==> src/design/wsmd_pkg.sv <==
package wsmd_pkg;

  localparam int unsigned SUM_W   = 36;
  localparam int unsigned DEN_W   = 5;
  localparam int unsigned DCNT_W  = 6;

  localparam logic [31:0] TAG_RIFF = 32'h52494646;
  localparam logic [31:0] TAG_WAVE = 32'h57415645;
  localparam logic [31:0] TAG_FMT  = 32'h666D7420;
  localparam logic [31:0] TAG_DATA = 32'h64617461;

  localparam logic [15:0] FMT_PCM   = 16'd1;
  localparam logic [15:0] FMT_FLOAT = 16'd3;

  typedef enum logic [1:0] {
    KIND_SAMPLE = 2'd0,
    KIND_END    = 2'd1,
    KIND_ERROR  = 2'd2
  } kind_e;

  typedef enum logic [2:0] {
    ERR_HEADER   = 3'd0,
    ERR_MISSING  = 3'd1,
    ERR_METADATA = 3'd2,
    ERR_FORMAT   = 3'd3,
    ERR_BITS     = 3'd4,
    ERR_TRUNC    = 3'd5
  } err_e;

  typedef enum logic [6:0] {
    PH_HDR   = 7'b0000001,
    PH_CHDR  = 7'b0000010,
    PH_FMT   = 7'b0000100,
    PH_SKIP  = 7'b0001000,
    PH_PAD   = 7'b0010000,
    PH_DATA  = 7'b0100000,
    PH_DRAIN = 7'b1000000
  } phase_e;

  typedef enum logic [1:0] {
    ST_IDLE = 2'b01,
    ST_DIV  = 2'b10
  } ctrl_state_e;

  typedef struct packed {
    logic step;
    logic div_run;
  } cmd_t;

  typedef struct packed {
    logic div_need;
    logic div_done;
    logic out_full;
  } status_t;

endpackage

==> src/design/wsmd_ctrl.sv <==
module wsmd_ctrl
  import wsmd_pkg::*;
(
  input  logic    clk_i,
  input  logic    rst_ni,
  input  logic    in_valid_i,
  output logic    in_ready_o,
  input  status_t status_i,
  output cmd_t    cmd_o
);

  ctrl_state_e state_q, state_d;

  assign in_ready_o = (state_q == ST_IDLE) && !status_i.out_full;

  always_comb begin
    state_d       = state_q;
    cmd_o.step    = 1'b0;
    cmd_o.div_run = 1'b0;
    case (state_q)
      ST_IDLE: begin
        cmd_o.step = in_valid_i && in_ready_o;
        if (cmd_o.step && status_i.div_need) state_d = ST_DIV;
      end
      ST_DIV: begin
        cmd_o.div_run = 1'b1;
        if (status_i.div_done) state_d = ST_IDLE;
      end
      default: state_d = ST_IDLE;
    endcase
  end

  always_ff @(posedge clk_i or negedge rst_ni) begin
    if (!rst_ni) state_q <= ST_IDLE;
    else state_q <= state_d;
  end

endmodule

==> src/design/wsmd_dp.sv <==
module wsmd_dp
  import wsmd_pkg::*;
#(
  parameter int unsigned MAX_CHANNELS = 8
) (
  input  logic        clk_i,
  input  logic        rst_ni,
  input  cmd_t        cmd_i,
  output status_t     status_o,
  input  logic [7:0]  data_byte_i,
  input  logic        end_of_stream_i,
  output logic        out_valid_o,
  input  logic        out_ready_i,
  output logic [1:0]  kind_o,
  output logic [31:0] mono_sample_o,
  output logic [31:0] rate_hz_o,
  output logic [2:0]  error_code_o,
  output logic        last_o
);

  function automatic logic signed [31:0] decode(input logic [31:0] raw,
                                                input logic [15:0] fmt,
                                                input logic [15:0] bits);
    logic [7:0]  e;
    logic [22:0] m;
    logic [23:0] sig;
    logic [31:0] mag;
    logic [7:0]  sh;
    e   = raw[30:23];
    m   = raw[22:0];
    sig = {1'b1, m};
    mag = '0;
    sh  = '0;
    if (fmt == FMT_FLOAT) begin
      if (e == 8'hFF && m != '0) return 32'sd0;
      if (e >= 8'd127) return raw[31] ? 32'h80000000 : 32'h7FFFFFFF;
      if (e == 8'd0) return 32'sd0;
      if (e >= 8'd119) begin
        mag = {8'd0, sig} << (e - 8'd119);
      end else begin
        sh  = 8'd119 - e;
        mag = (sh >= 8'd24) ? 32'd0 : ({8'd0, sig} >> sh);
      end
      return raw[31] ? -mag : mag;
    end
    if (bits == 16'd16) return {raw[15:0], 16'd0};
    if (bits == 16'd24) return {raw[23:0], 8'd0};
    return raw;
  endfunction

  phase_e                  ph_q, ph_d;
  logic [31:0]             bc_q, bc_d;
  logic [31:0]             len_q, len_d;
  logic [31:0]             tag_q, tag_d;
  logic [15:0]             fmt_q, fmt_d;
  logic [15:0]             chan_q, chan_d;
  logic [31:0]             rate_q, rate_d;
  logic [15:0]             frame_q, frame_d;
  logic [15:0]             bits_q, bits_d;
  logic                    seen_q, seen_d;
  logic [15:0]             off_q, off_d;
  logic [31:0]             asm_q, asm_d;
  logic signed [SUM_W-1:0] sum_q, sum_d;
  logic [1:0]              k_q, k_d;
  logic [7:0]              used_q, used_d;

  logic                    res_v, res_last, frame_done, frame_last;
  kind_e                   res_kind;
  err_e                    res_code;
  logic [31:0]             res_rate;
  logic signed [SUM_W-1:0] sum_fin;
  logic [2:0]              bps;
  logic [7:0]              used_new;
  logic                    div_req;

  logic [SUM_W-1:0]  dv_quo_q;
  logic [DEN_W:0]    dv_rem_q;
  logic [DEN_W-1:0]  dv_den_q;
  logic [DCNT_W-1:0] dv_cnt_q;
  logic              dv_neg_q, dv_last_q;
  logic [31:0]       dv_rate_q;
  logic [DEN_W+1:0]  dv_trial;
  logic              dv_bit;
  logic [SUM_W-1:0]  dv_quo_nx;
  logic [DEN_W:0]    dv_rem_nx;

  logic        out_valid_q;
  logic [1:0]  kind_q;
  logic [31:0] mono_q, rate_out_q;
  logic [2:0]  code_q;
  logic        last_q;

  assign bps      = bits_q[5:3];
  assign used_new = 8'(chan_q[4:0]) * 8'(bps);

  always_comb begin
    ph_d = ph_q; bc_d = bc_q; len_d = len_q; tag_d = tag_q;
    fmt_d = fmt_q; chan_d = chan_q; rate_d = rate_q; frame_d = frame_q;
    bits_d = bits_q; seen_d = seen_q; off_d = off_q; asm_d = asm_q;
    sum_d = sum_q; k_d = k_q; used_d = used_q;
    res_v = 1'b0; res_kind = KIND_ERROR; res_code = ERR_HEADER;
    res_rate = '0; res_last = 1'b1;
    frame_done = 1'b0; frame_last = 1'b0; sum_fin = sum_q;
    case (ph_q)
      PH_HDR: begin
        tag_d = {tag_q[23:0], data_byte_i};
        bc_d  = bc_q + 32'd1;
        if (bc_q == 32'd3 && tag_d != TAG_RIFF) begin
          ph_d = PH_DRAIN; res_v = 1'b1; res_code = ERR_HEADER;
        end else if (bc_q == 32'd11) begin
          if (tag_d != TAG_WAVE) begin
            ph_d = PH_DRAIN; res_v = 1'b1; res_code = ERR_HEADER;
          end else begin
            ph_d = PH_CHDR; bc_d = '0;
          end
        end
      end
      PH_CHDR: begin
        bc_d = bc_q + 32'd1;
        if (bc_q < 32'd4) begin
          tag_d = {tag_q[23:0], data_byte_i};
        end else begin
          if (bc_q == 32'd4) len_d = {24'd0, data_byte_i};
          else len_d = len_q | ({24'd0, data_byte_i} << {bc_q[1:0], 3'b000});
          if (bc_q == 32'd7) begin
            bc_d = '0;
            if (tag_q == TAG_FMT) begin
              if (len_d < 32'd16) begin
                ph_d = PH_DRAIN; res_v = 1'b1; res_code = ERR_METADATA;
              end else begin
                ph_d = PH_FMT;
              end
            end else if (tag_q == TAG_DATA) begin
              res_v = 1'b1; ph_d = PH_DRAIN;
              if (!seen_q) begin
                res_code = ERR_MISSING;
              end else if (chan_q == '0 || rate_q == '0 || frame_q == '0) begin
                res_code = ERR_METADATA;
              end else if ((fmt_q != FMT_PCM && fmt_q != FMT_FLOAT) ||
                           chan_q > 16'(MAX_CHANNELS)) begin
                res_code = ERR_FORMAT;
              end else if ((fmt_q == FMT_PCM && bits_q != 16'd16 && bits_q != 16'd24 &&
                            bits_q != 16'd32) ||
                           (fmt_q == FMT_FLOAT && bits_q != 16'd32)) begin
                res_code = ERR_BITS;
              end else if (frame_q < {8'd0, used_new}) begin
                res_code = ERR_METADATA;
              end else begin
                off_d = '0; asm_d = '0; sum_d = '0; k_d = '0; used_d = used_new;
                if (len_d < {16'd0, frame_q}) begin
                  res_kind = KIND_END; res_code = ERR_HEADER; res_rate = rate_q;
                end else begin
                  res_v = 1'b0; ph_d = PH_DATA;
                end
              end
            end else if (len_d == '0) begin
              ph_d = PH_CHDR;
            end else begin
              ph_d = PH_SKIP; bc_d = len_d;
            end
          end
        end
      end
      PH_FMT: begin
        bc_d = bc_q + 32'd1;
        case (bc_q[3:0])
          4'd0:  fmt_d   = {8'd0, data_byte_i};
          4'd1:  fmt_d   = {data_byte_i, fmt_q[7:0]};
          4'd2:  chan_d  = {8'd0, data_byte_i};
          4'd3:  chan_d  = {data_byte_i, chan_q[7:0]};
          4'd4:  rate_d  = {24'd0, data_byte_i};
          4'd5:  rate_d  = {rate_q[31:16], data_byte_i, rate_q[7:0]};
          4'd6:  rate_d  = {rate_q[31:24], data_byte_i, rate_q[15:0]};
          4'd7:  rate_d  = {data_byte_i, rate_q[23:0]};
          4'd12: frame_d = {8'd0, data_byte_i};
          4'd13: frame_d = {data_byte_i, frame_q[7:0]};
          4'd14: bits_d  = {8'd0, data_byte_i};
          4'd15: bits_d  = {data_byte_i, bits_q[7:0]};
          default: ;
        endcase
        if (bc_q[3:0] == 4'd15) begin
          seen_d = 1'b1;
          if (len_q == 32'd16) begin
            ph_d = len_q[0] ? PH_PAD : PH_CHDR; bc_d = '0;
          end else begin
            ph_d = PH_SKIP; bc_d = len_q - 32'd16;
          end
        end
      end
      PH_SKIP: begin
        bc_d = bc_q - 32'd1;
        if (bc_d == '0) ph_d = len_q[0] ? PH_PAD : PH_CHDR;
      end
      PH_PAD: begin
        ph_d = PH_CHDR; bc_d = '0;
      end
      PH_DATA: begin
        len_d = len_q - 32'd1;
        if (off_q < {8'd0, used_q}) begin
          if (k_q == 2'd0) asm_d = {24'd0, data_byte_i};
          else asm_d = asm_q | ({24'd0, data_byte_i} << {k_q, 3'b000});
          if ({1'b0, k_q} == bps - 3'd1) begin
            sum_d = sum_q + SUM_W'(decode(asm_d, fmt_q, bits_q));
            asm_d = '0; k_d = '0;
          end else begin
            k_d = k_q + 2'd1;
          end
        end
        off_d = off_q + 16'd1;
        if (off_d >= frame_q) begin
          frame_done = 1'b1;
          frame_last = len_d < {16'd0, frame_q};
          sum_fin    = sum_d;
          off_d      = '0; sum_d = '0;
          if (frame_last) ph_d = PH_DRAIN;
        end
      end
      default: ;
    endcase
    div_req = frame_done;
    if (end_of_stream_i) begin
      if (ph_d != PH_DRAIN) begin
        div_req  = 1'b0; res_v = 1'b1; res_kind = KIND_ERROR; res_rate = '0;
        res_code = (ph_d == PH_HDR) ? ERR_HEADER : (ph_d == PH_DATA) ? ERR_TRUNC : ERR_MISSING;
      end
      ph_d = PH_HDR; bc_d = '0; len_d = '0; tag_d = '0; fmt_d = '0; chan_d = '0;
      rate_d = '0; frame_d = '0; bits_d = '0; seen_d = 1'b0; off_d = '0;
      asm_d = '0; sum_d = '0; k_d = '0; used_d = '0;
    end
  end

  assign status_o.div_need = div_req;
  assign status_o.div_done = dv_cnt_q == DCNT_W'(SUM_W - 1);
  assign status_o.out_full = out_valid_q;

  // one quotient bit per cycle
  assign dv_trial  = {dv_rem_q, dv_quo_q[SUM_W-1]};
  assign dv_bit    = dv_trial >= {2'b00, dv_den_q};
  assign dv_rem_nx = dv_bit ? (DEN_W+1)'(dv_trial - {2'b00, dv_den_q})
                            : dv_trial[DEN_W:0];
  assign dv_quo_nx = {dv_quo_q[SUM_W-2:0], dv_bit};

  always_ff @(posedge clk_i or negedge rst_ni) begin
    if (!rst_ni) begin
      ph_q <= PH_HDR; bc_q <= '0; len_q <= '0; tag_q <= '0; fmt_q <= '0;
      chan_q <= '0; rate_q <= '0; frame_q <= '0; bits_q <= '0; seen_q <= 1'b0;
      off_q <= '0; asm_q <= '0; sum_q <= '0; k_q <= '0; used_q <= '0;
      dv_cnt_q <= '0; out_valid_q <= 1'b0;
    end else begin
      if (cmd_i.step) begin
        ph_q <= ph_d; bc_q <= bc_d; len_q <= len_d; tag_q <= tag_d; fmt_q <= fmt_d;
        chan_q <= chan_d; rate_q <= rate_d; frame_q <= frame_d; bits_q <= bits_d;
        seen_q <= seen_d; off_q <= off_d; asm_q <= asm_d; sum_q <= sum_d;
        k_q <= k_d; used_q <= used_d;
      end
      if (cmd_i.step && div_req) dv_cnt_q <= '0;
      else if (cmd_i.div_run) dv_cnt_q <= dv_cnt_q + DCNT_W'(1);
      if (cmd_i.step && res_v) out_valid_q <= 1'b1;
      else if (cmd_i.div_run && status_o.div_done) out_valid_q <= 1'b1;
      else if (out_ready_i) out_valid_q <= 1'b0;
    end
  end

  always_ff @(posedge clk_i) begin
    if (cmd_i.step && div_req) begin
      dv_quo_q  <= sum_fin[SUM_W-1] ? SUM_W'(-sum_fin) : SUM_W'(sum_fin);
      dv_neg_q  <= sum_fin[SUM_W-1];
      dv_rem_q  <= '0;
      dv_den_q  <= chan_q[DEN_W-1:0];
      dv_rate_q <= rate_q;
      dv_last_q <= frame_last;
    end else if (cmd_i.div_run) begin
      dv_quo_q <= dv_quo_nx;
      dv_rem_q <= dv_rem_nx;
    end
    if (cmd_i.step && res_v) begin
      kind_q <= res_kind; mono_q <= '0; rate_out_q <= res_rate;
      code_q <= res_code; last_q <= res_last;
    end else if (cmd_i.div_run && status_o.div_done) begin
      kind_q     <= KIND_SAMPLE;
      mono_q     <= dv_neg_q ? -dv_quo_nx[31:0] : dv_quo_nx[31:0];
      rate_out_q <= dv_rate_q;
      code_q     <= ERR_HEADER;
      last_q     <= dv_last_q;
    end
  end

  assign out_valid_o   = out_valid_q;
  assign kind_o        = kind_q;
  assign mono_sample_o = mono_q;
  assign rate_hz_o     = rate_out_q;
  assign error_code_o  = code_q;
  assign last_o        = last_q;

`ifndef SYNTHESIS
  a_no_overwrite_step: assert property (@(posedge clk_i) disable iff (!rst_ni)
    (cmd_i.step && res_v) |-> !out_valid_q) else $error("result over full slot");
  a_no_overwrite_div: assert property (@(posedge clk_i) disable iff (!rst_ni)
    (cmd_i.div_run && status_o.div_done) |-> !out_valid_q)
    else $error("quotient over full slot");
  a_excl: assert property (@(posedge clk_i) disable iff (!rst_ni)
    cmd_i.step |-> !(res_v && div_req)) else $error("two results from one beat");
`endif

endmodule

==> src/design/wav_stream_mono_downmix_top.sv <==
// RIFF/WAVE byte-stream parser with mono downmix. Feed the file one byte per
// beat; mark its final byte with end_of_stream_i, after which the parser
// rearms for the next file. The header tags are checked, unknown chunks and
// their pad bytes are skipped, the fmt chunk is captured, and the data chunk
// is decoded frame by frame (PCM 16/24/32 or float32, float saturated to
// [-1,1), NaN as 0). Each frame gives one Q1.31 channel average, truncated
// toward zero, with the sample rate; errors and files with no whole frame
// give one result with last_o set. Throughput: one byte per cycle while the
// result slot is free; each completed frame then runs the bit-serial divider
// that forms the channel average, during which no byte is accepted. A byte is
// taken only while the output register is empty.
module wav_stream_mono_downmix_top
  import wsmd_pkg::*;
#(
  parameter int unsigned MAX_CHANNELS = 8
) (
  input  logic        clk_i,
  input  logic        rst_ni,
  input  logic        in_valid_i,
  output logic        in_ready_o,
  input  logic [7:0]  data_byte_i,
  input  logic        end_of_stream_i,
  output logic        out_valid_o,
  input  logic        out_ready_i,
  output logic [1:0]  kind_o,
  output logic signed [31:0] mono_sample_o,
  output logic [31:0] rate_hz_o,
  output logic [2:0]  error_code_o,
  output logic        last_o
);

  cmd_t    cmd;
  status_t status;
  logic [31:0] mono_raw;

  // sequence byte beats and divider runs
  wsmd_ctrl u_ctrl (
    .clk_i      (clk_i),
    .rst_ni     (rst_ni),
    .in_valid_i (in_valid_i),
    .in_ready_o (in_ready_o),
    .status_i   (status),
    .cmd_o      (cmd)
  );

  // parse, decode, accumulate, divide and hold the result
  wsmd_dp #(
    .MAX_CHANNELS (MAX_CHANNELS)
  ) u_dp (
    .clk_i           (clk_i),
    .rst_ni          (rst_ni),
    .cmd_i           (cmd),
    .status_o        (status),
    .data_byte_i     (data_byte_i),
    .end_of_stream_i (end_of_stream_i),
    .out_valid_o     (out_valid_o),
    .out_ready_i     (out_ready_i),
    .kind_o          (kind_o),
    .mono_sample_o   (mono_raw),
    .rate_hz_o       (rate_hz_o),
    .error_code_o    (error_code_o),
    .last_o          (last_o)
  );

  assign mono_sample_o = $signed(mono_raw);

endmodule
==> config.mk <==
export PLATFORM = sky130hd
export DESIGN_NAME = wav_stream_mono_downmix_top
export DESIGN_NICKNAME = d
export VERILOG_FILES = /design/src/design/wsmd_pkg.sv /design/src/design/wsmd_ctrl.sv /design/src/design/wsmd_dp.sv /design/src/design/wav_stream_mono_downmix_top.sv
export SDC_FILE = /design/constraint.sdc
export NUM_CORES = 2
export LEC_CHECK = 0
export BUFFER_PORTS_ARGS = -buffer_cell sky130_fd_sc_hd__buf_2
export CAP_MARGIN = 20
export CORE_ASPECT_RATIO = 0.9
export CORE_MARGIN = 2
export CORE_UTILIZATION = 65
export CTS_CLUSTER_SIZE = 28
export DETAILED_ROUTE_END_ITERATION = 6
export HOLD_SLACK_MARGIN = 0.1
export PLACE_DENSITY = 0.83
export SETUP_SLACK_MARGIN = 0.02
export SYNTH_ARGS = -nofsm -noshare
export SYNTH_HDL_FRONTEND = slang
export SYNTH_SLANG_ARGS = --single-unit
==> constraint.sdc <==
create_clock -name clk_i -period 14.98 [get_ports clk_i]
set_input_delay 2.247 -clock clk_i [delete_from_list [all_inputs] [get_ports clk_i]]
set_output_delay 2.247 -clock clk_i [all_outputs]
set_load 0.005 [all_outputs]
==> flow_summary.toml <==
[clocking]
clk_pin_slew_ns = 0.06
cts_root_buffer = "clkbuf_16"
htreeDepth = 2
cts_buffers = 47
hold_buffers = 0
clk-insertion-delay-late_ns = 0.63
cts.sinks = 454
post_cts_resized = 0
cts_setup_buffers = 0
cts_buffer_depth = 3
tritoncts = "done"

[timing]
grt_setup_unrepaired = "no"
fin_setup_tns_ns = 0
max_freq_mhz = 80.8
whs_ns = 0.469
min_period_ns = 12.37
fin_skew_ns = 0.0447
worst_pin_slew_ns = 1.26
setup_viol = 0
slew_headroom_pct = 15.3
slew_violations = 0
timing.final.hold_violations = 0
finalCritPeriodShare_pct = 82.6

[setup_path]
cp-end-kind = "register"
cpMaxStageDelayCell = "nand2_1"
critPathMaxFanout = 23
critical-path-top-delay-family = "compound AO/OA/AOI/OAI gates"
arrival_ns = 12.79
critPathLaunchType = "primary input"
critPathKind = "primary input to register"
critPathRequiredTime_ns = 15.40
crit_buf_inv = 4
max_stage_delay_ns = 0.64

[global_routing]
grt_pass1_wl_mm = 189
grt_pass1_vias = 32400
gr-total-overflow = 0
antenna_found_initial = 0
grt_start_max_net_pins = 103
gr-usage-all-layers_pct = 41.7

[placed_design]
routabilityCongestion = 1.06
dp.cells = 4926
placed_area_um2 = 36800
port-buffer-count = 84
place_hpwl_mm = 88.6

[synth]
synth_warnings = 0
synth.avg_cell_area_um2 = 8.22
netlist_instances = 4392
ys_types = 115
syn_area_um2 = 36100
ys_seq_elements = 454
async_reset_ff_share_pct = 66.7
ys_seq_area_share_pct = 32.5
synth_ff_type = "dfrtp_1"
synth_edf_count = 112
syn_nets = 4538

[routing]
wire_per_inst_um = 24.6
vias = 36700
routed_via_density = 7.31
drtPass1Iterations = 7
wl_mm = 124
drc = 1
first_iter_violations = 5622
ant_nets = 0

[floorplan]
die_w_um = 252
die_area_um2 = 57400
start_util_pct = 66.1
num_rows = 81
die_h_um = 228
core_region_area_um2 = 54600
pin_count = 85

[pwr]
power_density_nw_per_um2 = 107
leakagePower_nw = 15.4
ir_drop_mv = 0.115

[hold_path]
hp-class = "register to register"

[final_layout]
final_cells = 5016
design_area_um2 = 38400
syn2layout_area_growth_pct = 6.39
drive_gt1_share_pct = 8.56
post-route-util_pct = 70.3
finalNetCount = 4420
nFillCells = 4361

[outcome]
violations = "design-rule violations"
status = "finished, violations left"

[flow_run]
cap_violations = 0
[Yosys cell counts, types with 24 or more instances]
cell / count / area share (%)
a21oi_1: 284 / 3.9
o21ai_0: 323 / 4.5
o31ai_1: 90 / 1.9
nand3_1: 105 / 1.5
or4_1: 26 / 0.54
nand2b_1: 63 / 1.1
dfxtp_1: 39 / 2.2
and3_1: 44 / 0.76
buf_1: 24 / 0.25
dfrtp_1: 301 / 21
a211oi_1: 81 / 1.7
o221ai_1: 36 / 0.87
buf_2: 46 / 0.64
xnor2_1: 94 / 2.3
nor2_1: 366 / 3.8
nand4_1: 53 / 0.92
o21ai_1: 31 / 0.43
ha_1: 127 / 4.4
nand2_1: 431 / 4.5
nor2b_1: 41 / 0.71
nor3_1: 135 / 1.9
or2_2: 24 / 0.42
and2_1: 31 / 0.54
a221oi_1: 32 / 0.78
mux2i_1: 72 / 2.0
inv_1: 110 / 1.1
a31oi_1: 71 / 1.2
or3_1: 35 / 0.61
xor2_1: 111 / 2.7
o21a_1: 28 / 0.58
edfxtp_1: 112 / 9.3
clkbuf_1: 253 / 2.6
a21o_1: 57 / 1.2
nor4_1: 79 / 1.4
o22ai_1: 54 / 0.94
a22o_1: 127 / 3.1
o211ai_1: 35 / 0.73
o41ai_1: 53 / 1.3
[area by class of cell]
type	count	area [um2]	area share [%]
tap	705	882	2.30
clock buffer	67	1350	3.52
timing repair buffer	167	1060	2.76
antenna	1	2.50	0.00652
inverter	112	420	1.09
sequential	454	11700	30.5
multi-input combinational	3492	22700	59.1
clock inverter	18	254	0.661
[where the power goes]
part	total (mW)	internal [mW]	switching (mW)	leakage (nW)
combinational	1.41	0.490	0.925	9.24
sequential	1.46	1.35	0.115	5.37
clock	1.24	0.704	0.536	0.777
[logic make-up after synthesis]
family	count (synthesis)	synth area share [%]
DFF	454	32.5
xor gates and xnor gates	206	5.02
buffers and inverters	446	4.92
adders and majority gates	133	4.73
and+or+nand+nor	1544	21.3
muxes	100	3.15
AOI/OAI and AO/OA	1509	28.4
[tightest hold or removal path, delay by kind of cell, from the launching register on]
family	cells	cell delay (ns)
and+or+nand+nor	2	0.12
DFF	1	0.32
[registers in the layout, summed over array words and instances (netlist names), 8 cells and up]
signal and count:
u_dp.bits_q 16, u_dp.sum_q 36, u_dp.bc_q 32, u_dp.tag_q 32
u_dp.off_q 16, u_dp.rate_q 32, u_dp.fmt_q 16, u_dp.used_q 8
u_dp.len_q 32, u_dp.chan_q 16, u_dp.mono_sample_o 32, u_dp.dv_rate_q 32
u_dp.asm_q 32, u_dp.frame_q 16, u_dp.dv_quo_q 36, u_dp.rate_hz_o 32
[per-layer routing]
layer	vias up	global-route usage, %	wire, um
li1	16300	-	-
met1	17300	59.6	50500
met2	2604	60.7	51300
met3	431	10.5	16300
met4	0	16.3	5420
met5	-	0.0840	0
[placed cells by master, fill, tap and decap left out, types with 82 or more instances in the layout]
cell type / instances
buf_4: 82
o21ai_0: 323
inv_1: 110
nand2_1: 431
a22o_1: 127
xor2_1: 111
nor3_1: 135
a21oi_1: 283
dfrtp_1: 301
buf_2: 83
edfxtp_1: 112
o31ai_1: 89
nand3_1: 105
ha_1: 126
xnor2_1: 94
nor2_1: 363
[worst paths after layout]
path                                start           endpoint  slack (ns)  depth (start not counted)
max                        data_byte_i[2]  u_dp.dv_quo_q[18]        2.61                         36
min                           u_dp.last_o        u_dp.last_o        0.47                          2
max reg2reg                   u_dp.k_q[0]  u_dp.dv_quo_q[18]        3.44                         38
min reg2reg                   u_dp.last_o        u_dp.last_o        0.47                          2
max in group asynchronous          rst_ni     u_dp.sum_q[27]       11.80                          2
min in group asynchronous          rst_ni     u_dp.rate_q[1]        1.66                          1
[per-stage QoR]
step | total power, mW | setup slack (ns)
after floorplan | 2.44 | 4.53
after global placement | 2.80 | 2.49
after detailed placement | 2.82 | 2.33
after CTS | 4.05 | 2.95
after global routing | 4.28 | 1.88
final | 4.12 | 2.61
(Power assumes the default switching activity.)
